===== src/rtl/meiu_pkg.sv =====
// ---------------------------------------------------------------------------
// meiu_pkg
// Types and constants shared by the edge insert / update block.
// ---------------------------------------------------------------------------
package meiu_pkg;
  localparam int MaxNodes  = 8;
  localparam int EdgeSlots = MaxNodes * (MaxNodes - 1) / 2;
  localparam int SlotW     = $clog2(EdgeSlots);
  localparam int CntW      = $clog2(EdgeSlots + 1);

  localparam logic [1:0] OP_LOAD   = 2'd0;
  localparam logic [1:0] OP_INSERT = 2'd1;
  localparam logic [1:0] OP_LIST   = 2'd2;

  localparam logic [2:0] ST_LOADED  = 3'd0;
  localparam logic [2:0] ST_IGNORED = 3'd1;
  localparam logic [2:0] ST_LOWERED = 3'd2;
  localparam logic [2:0] ST_REBUILT = 3'd3;
  localparam logic [2:0] ST_ENTRY   = 3'd4;
  localparam logic [2:0] ST_EMPTY   = 3'd5;

  typedef struct packed {
    logic [1:0]  op;
    logic [2:0]  node_a;
    logic [2:0]  node_b;
    logic [15:0] weight;
  } in_word_t;

  typedef struct packed {
    logic [2:0]  status;
    logic [2:0]  edge_low;
    logic [2:0]  edge_high;
    logic [15:0] edge_weight;
    logic        last;
  } out_word_t;

  typedef struct packed {
    logic [2:0]  lo;
    logic [2:0]  hi;
    logic [15:0] w;
  } sedge_t;

  function automatic logic [SlotW-1:0] slot_of(input logic [2:0] lo, input logic [2:0] hi);
    logic [7:0] l, h, s;
    l = {5'd0, lo};
    h = {5'd0, hi};
    s = l * 8'(MaxNodes) - ((l * (l + 8'd1)) >> 1) + (h - l - 8'd1);
    return s[SlotW-1:0];
  endfunction
endpackage


===== src/rtl/meiu_ram.sv =====
// ---------------------------------------------------------------------------
// meiu_ram
// Generic single-port-write, single-read RAM with registered read data.
// ---------------------------------------------------------------------------
module meiu_ram #(
  parameter int Width = 16,
  parameter int Depth = 32
) (
  input  logic                     clk,
  input  logic                     we,
  input  logic [$clog2(Depth)-1:0] waddr,
  input  logic [Width-1:0]         wdata,
  input  logic [$clog2(Depth)-1:0] raddr,
  output logic [Width-1:0]         rdata
);
  logic [Width-1:0] mem [Depth];
  always_ff @(posedge clk) begin
    if (we) begin
      mem[waddr] <= wdata;
    end
    rdata <= mem[raddr];
  end
endmodule


===== src/rtl/mst_edge_insert_update.sv =====
// ---------------------------------------------------------------------------
// mst_edge_insert_update
// Edge table keeper with Kruskal rebuild on insert, and sorted listing.
// ---------------------------------------------------------------------------
// Commands enter on start while busy is low; every command holds busy until
// its last result word has been strobed out on out_valid, and results cannot
// be held off. Load and most ignored cases go from decode straight to the
// result word. List and a tree rebuild run a sequencer over the upper
// triangle of pair slots; the insertion sort is shared and reads, then
// compares and shifts, one stored entry at a time. A list adds one read,
// wait and output step per stored edge; a rebuild adds one max scan, a read,
// wait and check step per sorted edge, a relabel pass over the active nodes
// per kept edge, a clear state and a write-back read, wait and put per edge.
// Edge weights live in flip-flops with reset to zero (28 entries); the
// sorted list sits in a RAM, component labels in a small register file.
// node_count is to be taken from cfg_wdata only while idle, a rule on the
// user that the block itself does not enforce; out-of-range values clamp.
module mst_edge_insert_update (
  input  logic                 clk,
  input  logic                 rst_n,
  input  logic                 start,
  output logic                 busy,
  input  meiu_pkg::in_word_t   in_word,
  output logic                 out_valid,
  output meiu_pkg::out_word_t  out_word,
  input  logic                 cfg_we,
  input  logic [3:0]           cfg_wdata
);
  import meiu_pkg::*;

  typedef enum logic [4:0] {
    S_IDLE, S_DECODE, S_MAXSCAN, S_SORT_SCAN, S_SORT_RD, S_SORT_CMP, S_SORT_PUT,
    S_LAB_INIT, S_K_RD, S_K_WAIT, S_K_CHK, S_K_RELAB, S_CLEAR, S_WB_RD, S_WB_WAIT,
    S_WB_PUT, S_LIST_RD, S_LIST_WAIT, S_LIST_OUT, S_DONE
  } state_t;

  state_t              state_r;
  logic [3:0]          ncfg_r;
  in_word_t            cmd_r;
  logic [15:0]         wt_r [EdgeSlots];
  logic [2:0]          lab_r [MaxNodes];
  logic [EdgeSlots-1:0] keep_r;
  logic [2:0]          i_r, j_r;
  logic [CntW-1:0]     cnt_r, p_r, k_r;
  logic [15:0]         top_r;
  logic [2:0]          la_r, lb_r;
  logic                is_list_r, joined_r;
  logic [2:0]          rs_r;
  out_word_t           out_r;
  logic                ov_r;

  // sorted-edge RAM
  logic                ram_we;
  logic [SlotW-1:0]    ram_wa, ram_ra;
  sedge_t              ram_wd, ram_rd, hold_r;

  meiu_ram #(.Width($bits(sedge_t)), .Depth(EdgeSlots)) u_sorted (
    .clk(clk), .we(ram_we), .waddr(ram_wa), .wdata(ram_wd), .raddr(ram_ra),
    .rdata(ram_rd)
  );

  logic [2:0] n_m1;
  always_comb begin
    priority if (ncfg_r < 4'd2) n_m1 = 3'd1;
    else if (ncfg_r > 4'(MaxNodes)) n_m1 = 3'(MaxNodes - 1);
    else n_m1 = 3'(ncfg_r - 4'd1);
  end

  logic [2:0] lo_c, hi_c;
  assign lo_c = (cmd_r.node_a < cmd_r.node_b) ? cmd_r.node_a : cmd_r.node_b;
  assign hi_c = (cmd_r.node_a < cmd_r.node_b) ? cmd_r.node_b : cmd_r.node_a;

  logic [15:0] w_ij;
  assign w_ij = wt_r[slot_of(i_r, j_r)];

  // all nodes in use share label 0's component
  logic all_join;
  always_comb begin
    all_join = 1'b1;
    for (int q = 1; q < MaxNodes; q++) begin
      if (3'(q) <= n_m1 && lab_r[q] != lab_r[0]) all_join = 1'b0;
    end
  end

  assign busy      = (state_r != S_IDLE);
  assign out_valid = ov_r;
  assign out_word  = out_r;

  // hold the read address through the wait cycle so the data stays put
  always_comb begin
    ram_we = 1'b0;
    ram_wa = p_r[SlotW-1:0];
    ram_wd = hold_r;
    ram_ra = p_r[SlotW-1:0];
    unique case (state_r)
      S_SORT_SCAN: ram_ra = SlotW'(p_r - CntW'(1));
      S_SORT_RD:   ram_ra = SlotW'(p_r - CntW'(1));
      S_SORT_CMP: begin
        ram_we = (p_r != '0) && (ram_rd.w > hold_r.w);
        ram_wd = ram_rd;
      end
      S_SORT_PUT:  ram_we = 1'b1;
      S_K_RD, S_WB_RD, S_WB_WAIT, S_LIST_RD, S_LIST_WAIT: ram_ra = k_r[SlotW-1:0];
      default: ;
    endcase
  end

  // step over the upper triangle (i<j<=n_m1); advance j then i
  logic       tri_last;
  logic [2:0] ni, nj;
  always_comb begin
    tri_last = (i_r == n_m1 - 3'd1) && (j_r == n_m1);
    if (j_r == n_m1) begin
      ni = i_r + 3'd1;
      nj = i_r + 3'd2;
    end else begin
      ni = i_r;
      nj = j_r + 3'd1;
    end
  end

  always_ff @(posedge clk) begin
    if (!rst_n) begin
      state_r <= S_IDLE;
      ncfg_r  <= 4'd8;
      ov_r    <= 1'b0;
      for (int q = 0; q < EdgeSlots; q++) wt_r[q] <= '0;
    end else begin
      ov_r <= 1'b0;
      if (cfg_we) ncfg_r <= cfg_wdata;
      unique case (state_r)
        S_IDLE: begin
          if (start) begin
            cmd_r   <= in_word;
            state_r <= S_DECODE;
          end
        end
        S_DECODE: begin
          i_r <= '0;
          j_r <= 3'd1;
          cnt_r <= '0;
          top_r <= '0;
          rs_r  <= ST_IGNORED;
          is_list_r <= 1'b0;
          priority if (cmd_r.op == OP_LIST) begin
            is_list_r <= 1'b1;
            state_r   <= S_SORT_SCAN;
            p_r       <= '0;
          end else if (!(cmd_r.op == OP_LOAD || cmd_r.op == OP_INSERT) ||
                       cmd_r.node_a == cmd_r.node_b ||
                       cmd_r.node_a > n_m1 || cmd_r.node_b > n_m1) begin
            state_r <= S_DONE;
          end else if (cmd_r.op == OP_LOAD) begin
            wt_r[slot_of(lo_c, hi_c)] <= cmd_r.weight;
            rs_r    <= ST_LOADED;
            state_r <= S_DONE;
          end else if (wt_r[slot_of(lo_c, hi_c)] != '0) begin
            if (cmd_r.weight < wt_r[slot_of(lo_c, hi_c)]) begin
              wt_r[slot_of(lo_c, hi_c)] <= cmd_r.weight;
              rs_r <= ST_LOWERED;
            end
            state_r <= S_DONE;
          end else begin
            state_r <= S_MAXSCAN;
          end
        end
        S_MAXSCAN: begin
          if (w_ij > top_r) top_r <= w_ij;
          i_r <= ni;
          j_r <= nj;
          if (tri_last) begin
            i_r <= '0;
            j_r <= 3'd1;
            if (cmd_r.weight >= ((w_ij > top_r) ? w_ij : top_r)) begin
              state_r <= S_DONE;
            end else begin
              wt_r[slot_of(lo_c, hi_c)] <= cmd_r.weight;
              state_r <= S_SORT_SCAN;
            end
          end
        end
        // scan one slot; a nonzero weight starts an insertion at the tail
        S_SORT_SCAN: begin
          if (w_ij != '0) begin
            hold_r  <= '{lo: i_r, hi: j_r, w: w_ij};
            p_r     <= cnt_r;
            state_r <= S_SORT_RD;
          end else if (tri_last) begin
            state_r <= is_list_r ? S_LIST_RD : S_LAB_INIT;
            k_r <= '0;
          end else begin
            i_r <= ni;
            j_r <= nj;
          end
        end
        S_SORT_RD: state_r <= (p_r == '0) ? S_SORT_PUT : S_SORT_CMP;
        S_SORT_CMP: begin
          if (ram_rd.w > hold_r.w) begin
            p_r     <= p_r - CntW'(1);
            state_r <= (p_r == CntW'(1)) ? S_SORT_PUT : S_SORT_RD;
          end else begin
            state_r <= S_SORT_PUT;
          end
        end
        S_SORT_PUT: begin
          cnt_r <= cnt_r + CntW'(1);
          if (tri_last) begin
            state_r <= is_list_r ? S_LIST_RD : S_LAB_INIT;
            k_r <= '0;
          end else begin
            i_r <= ni;
            j_r <= nj;
            state_r <= S_SORT_SCAN;
          end
        end
        S_LAB_INIT: begin
          for (int q = 0; q < MaxNodes; q++) lab_r[q] <= 3'(q);
          keep_r  <= '0;
          k_r     <= '0;
          state_r <= (cnt_r == '0) ? S_CLEAR : S_K_RD;
        end
        S_K_RD: state_r <= S_K_WAIT;
        S_K_WAIT: begin
          hold_r   <= ram_rd;
          joined_r <= all_join;
          state_r  <= S_K_CHK;
        end
        S_K_CHK: begin
          la_r <= lab_r[hold_r.lo];
          lb_r <= lab_r[hold_r.hi];
          if (joined_r || lab_r[hold_r.lo] == lab_r[hold_r.hi]) begin
            k_r <= k_r + CntW'(1);
            state_r <= (k_r + CntW'(1) == cnt_r) ? S_CLEAR : S_K_RD;
          end else begin
            keep_r[k_r[SlotW-1:0]] <= 1'b1;
            i_r <= '0;
            state_r <= S_K_RELAB;
          end
        end
        // relabel one node a cycle: merge component la into lb
        S_K_RELAB: begin
          if (lab_r[i_r] == la_r) lab_r[i_r] <= lb_r;
          i_r <= i_r + 3'd1;
          if (i_r == n_m1) begin
            k_r <= k_r + CntW'(1);
            state_r <= (k_r + CntW'(1) == cnt_r) ? S_CLEAR : S_K_RD;
          end
        end
        S_CLEAR: begin
          for (int a = 0; a < MaxNodes; a++) begin
            for (int b = a + 1; b < MaxNodes; b++) begin
              if (3'(b) <= n_m1) wt_r[slot_of(3'(a), 3'(b))] <= '0;
            end
          end
          k_r <= '0;
          rs_r <= ST_REBUILT;
          state_r <= (cnt_r == '0) ? S_DONE : S_WB_RD;
        end
        S_WB_RD: state_r <= S_WB_WAIT;
        S_WB_WAIT: state_r <= S_WB_PUT;
        S_WB_PUT: begin
          if (keep_r[k_r[SlotW-1:0]]) wt_r[slot_of(ram_rd.lo, ram_rd.hi)] <= ram_rd.w;
          k_r <= k_r + CntW'(1);
          state_r <= (k_r + CntW'(1) == cnt_r) ? S_DONE : S_WB_RD;
        end
        S_LIST_RD: begin
          if (cnt_r == '0) begin
            rs_r <= ST_EMPTY;
            state_r <= S_DONE;
          end else begin
            state_r <= S_LIST_WAIT;
          end
        end
        S_LIST_WAIT: state_r <= S_LIST_OUT;
        S_LIST_OUT: begin
          ov_r  <= 1'b1;
          out_r <= '{status: ST_ENTRY, edge_low: ram_rd.lo, edge_high: ram_rd.hi,
                     edge_weight: ram_rd.w, last: (k_r + CntW'(1) == cnt_r)};
          k_r <= k_r + CntW'(1);
          state_r <= (k_r + CntW'(1) == cnt_r) ? S_IDLE : S_LIST_RD;
        end
        S_DONE: begin
          ov_r  <= 1'b1;
          out_r <= '{status: rs_r, edge_low: '0, edge_high: '0, edge_weight: '0,
                     last: 1'b1};
          state_r <= S_IDLE;
        end
        default: state_r <= S_IDLE;
      endcase
    end
  end
endmodule


===== config.mk =====
export PLATFORM = sky130hd
export DESIGN_NAME = mst_edge_insert_update
export DESIGN_NICKNAME = d
export VERILOG_FILES = /design/src/rtl/meiu_pkg.sv /design/src/rtl/meiu_ram.sv /design/src/rtl/mst_edge_insert_update.sv
export SDC_FILE = /design/constraint.sdc
export NUM_CORES = 2
export LEC_CHECK = 0
export BUFFER_PORTS_ARGS = -buffer_cell sky130_fd_sc_hd__buf_2
export CAP_MARGIN = 15
export CORE_MARGIN = 10
export CORE_UTILIZATION = 45
export DETAILED_ROUTE_END_ITERATION = 12
export MAX_ROUTING_LAYER = met4
export PLACE_DENSITY = 0.6
export SLEW_MARGIN = 5
export SYNTH_ARGS = -nofsm -noshare
export SYNTH_HDL_FRONTEND = slang
export SYNTH_SLANG_ARGS = --single-unit

===== constraint.sdc =====
create_clock -name clk -period 13.4 [get_ports clk]
set_input_delay 3.35 -clock clk [delete_from_list [all_inputs] [get_ports clk]]
set_output_delay 3.35 -clock clk [all_outputs]
set_load 0.005 [all_outputs]

# Word level (Yosys, flattened, before mapping)
# Memory sizes are Yosys's and may differ from the RTL's. A register that Yosys moved wholly into a read port is not among the register bits.
# Cells that the tools add are included.
# totals
ff_bits	158
out_inout_bits	28
n_memories	3
romBits	0
elab_cells	385
latchBits	0
input_bits	32
ram_bits	1088
# memory_table
memory	words	width	rd	rd_clocked_by_memory_dff	wr	line_no	source
u_sorted.mem	28	22	1	1	1	meiu_ram.sv:16	logic [Width-1:0] mem [Depth];
wt_r	28	16	2	0	28	mst_edge_insert_update.sv:40	logic [15:0] wt_r [EdgeSlots];
lab_r	8	3	11	3	8	mst_edge_insert_update.sv:41	logic [2:0] lab_r [MaxNodes];
# op_classes
n_shift	0
eq_ne	47
n_reduce_logical	58
n_bitwise	31
div_mod_pow	0
n_lt_le_gt_ge	18
muxes	175
mul	3
add_sub_neg	23
# ops
cell	count
16-bit 2-to-1 mux	33
5-bit 2-to-1 mux	24
5-bit one-hot mux with 19 select lines	1
1-bit 2-to-1 mux	69
3-bit 2-to-1 mux	22
28-bit one-hot mux with 2 select lines	1
26-bit one-hot mux with 2 select lines	1
22-bit 2-to-1 mux	2
22-bit one-hot mux with 2 select lines	1
5-bit by 4-bit equality test with 1-bit output, second input constant	8
16-bit > comparator	2
16-bit one-hot mux with 2 select lines	1
16-bit nonzero test	2
16-bit OR reduction	2
1-bit bitwise OR	30
5-bit one-hot mux with 6 select lines	1
28-bit 2-to-1 mux	1
28-bit bitwise OR	1
3-bit inequality test	7
5-bit by 3-bit equality test with 1-bit output, second input constant	4
5-bit equality test, second input constant	4
2-bit inequality test, second input constant	10
5-bit one-hot mux with 2 select lines	2
3-bit equality test	6
other kinds (54)	120

# Depth between registers and ports, before layout
# An unclocked memory read counts as a cell.
# depth
ltp_word	21
depth_mapped	43
ltp_nobuf	39

# By module
# A second synthesis with hierarchy kept.
# unflattened
hier_cells	4551
area_unflattened_um2	64765.9
# by_module_without_submodules
mod	n_inst	seq_area_each_um2	area_per_inst_um2	cells_each
mst_edge_insert_update	1	20920.1	40430.0	3327
meiu_ram	1	18938.2	24335.8	1224

# Worst setup path after synthesis
# OpenSTA, ideal clock, no wires.
# synth_path
path_type	register -> register
startpoint	register i_r[1]
endpoint	memory wt_r[1][0], enable pin
arrival_time_ns	11.488
setup_time_ns	0.411
stages_incl_launch_ff	40
required_ns	12.989
setup_slack_ns	1.500
n_path_buf	5
synth_period_minus_slack_ns	11.900
cell_sequence	edfxtp_1 > ha_1 > inv_1 > ha_1 > nand2b_1 > fa_1 > inv_1 > ha_1 > fa_1 > inv_1 > ha_1 > inv_1 > fa_1 > clkbuf_1 > clkbuf_1 > clkbuf_1 > mux4_2 > mux2i_1 > (+4 left out) > a21o_1 > a21o_1 > a21oi_1 > o21ai_0 > o311ai_1 > clkbuf_1 > mux2i_1 > ha_1 > a21o_1 > a21o_1 > a21o_1 > a21o_1 > a2111oi_0 > o211ai_1 > a21oi_1 > o21ai_2 > buf_2 > o21ai_0
# synth_lines
item	line_no	source
from (decl)	mst_edge_insert_update.sv:43	logic [2:0] i_r, j_r;
from (signal assigned)	mst_edge_insert_update.sv:169	i_r <= ni;
from (signal assigned)	mst_edge_insert_update.sv:192	i_r <= ni;
from (signal assigned)	mst_edge_insert_update.sv:211	i_r <= ni;
to (decl)	mst_edge_insert_update.sv:40	

==> summary.md <==
| Metric | Value |
|---|---|
| Outcome | `completed` |
| Type of the worst setup path | `flop to flop` |
| Effective utilization at floorplan | `0.452` |
| Width of the die | `402 um` |
| Pre-CTS WS | `1.29 ns` |
| Footprint of the multi-input gates | `24,600 um^2` |
| Total Die Area | `162,000 um^2` |
| Cells on worst reg2reg path | `38` |
| Post-Synthesis Net Count | `5,397` |
| Largest net degree at the start of global routing | `170` |
| Slew headroom | `0.208` |
| Placed instance count | `6,957` |
| CTS Buf Count | `148` |
| Clk root buf | `clkbuf_16` |
| Count of placed standard cells in the final layout, fillers left out | `7,233` |
| Quantity of I/O buffers inserted on ports | `59` |
| Number of antenna violations at the first check in global routing | `9` |
| Overall overflow remaining after global route | `0` |
| Asr flop ratio synth | `0` |
| Area Overhead vs Synth | `12.1%` |
| R2R Path End | `wt_r[22][7]` |
| Post-detailed-route count of antenna-violating nets | `0` |
| Final count of negative-setup-slack endpoints | `0` |
| Drt pass-1 iters | `6` |
| Total vias in the final route | `45.0k` |
| Shortest period the worst path allows | `12.33 ns` |
| TritonCTS clock tree | `built` |
| Fraction of post-synthesis cell area in the top cell type by area | `0.594` |
| Highest clock frequency the design can meet | `0.0811 GHz` |
| Final wirelength | `204 mm` |
| Number of hold buffers added after CTS | `0` |
| Type of the tightest min-delay check | `flop to flop` |
| Final nets | `5,385` |
| Post-route worst setup slack | `1.07 ns` |
| Detail Placement HPWL | `137 mm` |
| Number of gates given a new drive strength after cts | `0` |
| CP Data Arrival Time | `12.75 ns` |
| Share of post-route cells with drive strength above 1 | `0.156` |
| Global placer's final weighted congestion | `0.986` |
| Main flop type after synthesis | `edfxtp_1` |
| Post-detailed-route DRC marker count | `0` |
| Longest individual stage delay on the worst path | `1.13 ns` |
| Max_cap viols | `0` |
| Kind of launch point of the worst setup path | `flop` |
| Maximum clock insertion buffer count | `3` |
| Depth of the CTS H-tree | `4` |
| Max-slew violation count | `0` |
| Clock Sink Count | `1,341` |
| Drt first-iter violations | `5,224` |
| Maximum fanout encountered on the critical timing path | `40` |
| Cell area after synthesis | `65,700 um^2` |
| Wire length of the first global-routing pass | `298 mm` |
| Yosys cell types | `70` |
| Post-CTS Setup Inserts | `0` |
| Number of standard-cell rows in the floorplan | `140` |
| Post-detailed-route via-to-cell ratio | `6.21` |
| FILL cells | `12.4k` |
| Mean instance size in the synthesized netlist | `12.6 um^2` |
| Insertion delay of the later-clocked pin in the worst-skew pair | `0.82 ns` |
| CP Data Required Time | `13.81 ns` |
| Worst reg-to-reg setup slack | `1.07 ns` |
| Sequential area share after synthesis | `0.606` |
| Overall global routing resource usage | `0.254` |
| Register Area | `39,900 um^2` |
| Share of the clock period used by the worst path after layout | `0.920` |
| RSZ-0062 raised after global routing | `no` |
| Number of enable flip-flop cells after synthesis | `1,300` |
| Reg-to-Reg Start | `i_r[1]` |
| Slew at the pin closest to its max-slew limit | `1.18 ns` |
| Boundary pin count | `60` |
| Launching instance or port of the critical path | `i_r[1]` |
| Dominant cells by area after synthesis | `edfxtp_1, mux4_2, nand2_1` |
| CTS clk-pin slew, worst paths | `0.06 ns` |
| Worst setup path endpoint | `wt_r[22][7]` |
| Setup crit end kind | `flop` |
| Slowest cell on the critical path | `fa_4` |
| Number of cells on the worst hold path | `1` |
| Synth warn | `0` |
| Standard cell core area | `145,000 um^2` |
| Number of hold violations in the final report | `0` |
| Flip-flop and latch count after synthesis | `1,341` |
| Setup Skew | `0.0326 ns` |
| Height of the die | `402 um` |
| Post-synthesis instance total | `5,205` |
| Final total negative setup slack | `0 ns` |
| Highest-count cells in the layout ignoring fill and taps | `edfxtp_1, nand2_1, nor2_1, mux4_2, nand3_1` |
| Most common cell after layout, fill and taps aside | `edfxtp_1` |
| Most area-hungry cell type in the Yosys netlist | `edfxtp_1` |
| Routed wirelength normalized by instance count | `28.2 um` |
| Via count of the first global-routing pass | `43.7k` |
-- Yosys cell counts, types with 9 or more instances --
cell type  instances
mux4_2           248
dfxtp_1           41
nand2_1          850
nand4_1           19
a31oi_1           36
a21o_1            30
o21a_1            11
buf_2             71
nand2b_1          21
nand3b_1          11
xor2_1            37
buf_1             32
fa_1              17
a311oi_1         111
buf_4             16
nor2_1           592
nor4_1            12
a211o_1           24
o22ai_1           14
and3_1            77
o31ai_1           32
mux2_2            56
mux2i_1          185
a221oi_1           9
a22oi_1           65
a21oi_1          120
edfxtp_1        1300
nor3_1           165
and2_1            16
nor2b_1           34
inv_1            128
o21ai_1            9
nand3_1          243
clkbuf_1         234
a211oi_1          25
ha_1             143
o21ai_0           53
xnor2_1           38
-- kinds of logic (layout without fill, tap and decap cells) --
kind of cell	count (synthesis)	in the layout	share of synthesized area
AOI/OAI and AO/OA	582	582	0.0627
xor gates and xnor gates	77	77	0.0107
adders and majority gates	160	160	0.0324
buffers and inverters	485	592	0.0300
DFF	1341	1341	0.606
muxes	489	489	0.123
other	0	4	0
and+or+nand+nor	2071	2071	0.135
-- critical path, delay by kind of cell, from the launching register on --
family	cells	cell delay, ns
and+or+nand+nor	2	0.32
DFF	1	0.64
adders and majority gates	9	3.89
AOI/OAI and AO/OA	17	4.87
muxes	4	1.01
buffers and inverters	6	1.07
-- stage by stage --
step / cell area [um^2] / hold slack (ns) / util
finish: 73700 / 0.555 / 0.507
global route: 73700 / 0.578 / 0.507
CTS: 73700 / 0.548 / 0.507
detailed placement: 68700 / 0.517 / 0.473
global placement: 68700 / 0.521 / 0.473
floorplan: 65700 / 0.470 / -
-- routing by layer --
metal,wire length [um],part of all wire,track usage
met4,9290,0.045,0.105
met1,80400,0.39,0.321
met2,96600,0.47,0.396
met3,17900,0.088,0.0552
met5,0,0,-
-- worst min-delay path by stage --
| stage | start | end |
|---|---|---|
| CTS | rs_r[1] | out_word[24] |
| global route | rs_r[1] | out_word[24] |
| finish | rs_r[0] | out_word[23] |
| detailed placement | rs_r[1] | out_word[24] |
| global placement | rs_r[0] | out_word[23] |
| floorplan | hold_r[18] | flop |
-- state kept, by name, summed over array words and instances (netlist names), 22 cells and up, named ones only --
signal / cells
lab_r: 24
out_word: 26
cmd_r: 24
wt_r: 512
hold_r: 22
keep_r: 28
u_sorted.rdata: 22
u_sorted.mem: 616
-- cell type report --
| cell class | count | area share |
|---|---|---|
| antenna | 4 | 0.000136 |
| clock buffer | 200 | 0.0551 |
| clock inverter | 69 | 0.0118 |
| inverter | 132 | 0.00672 |
| multi-input combinational | 3379 | 0.334 |
| sequential | 1341 | 0.541 |
| tap | 1917 | 0.0325 |
| timing repair buffer | 191 | 0.0188 |
Power is left out: the tool's default activity adds up to more than one toggle a clock period on the data nets, which glitch-free logic cannot reach.
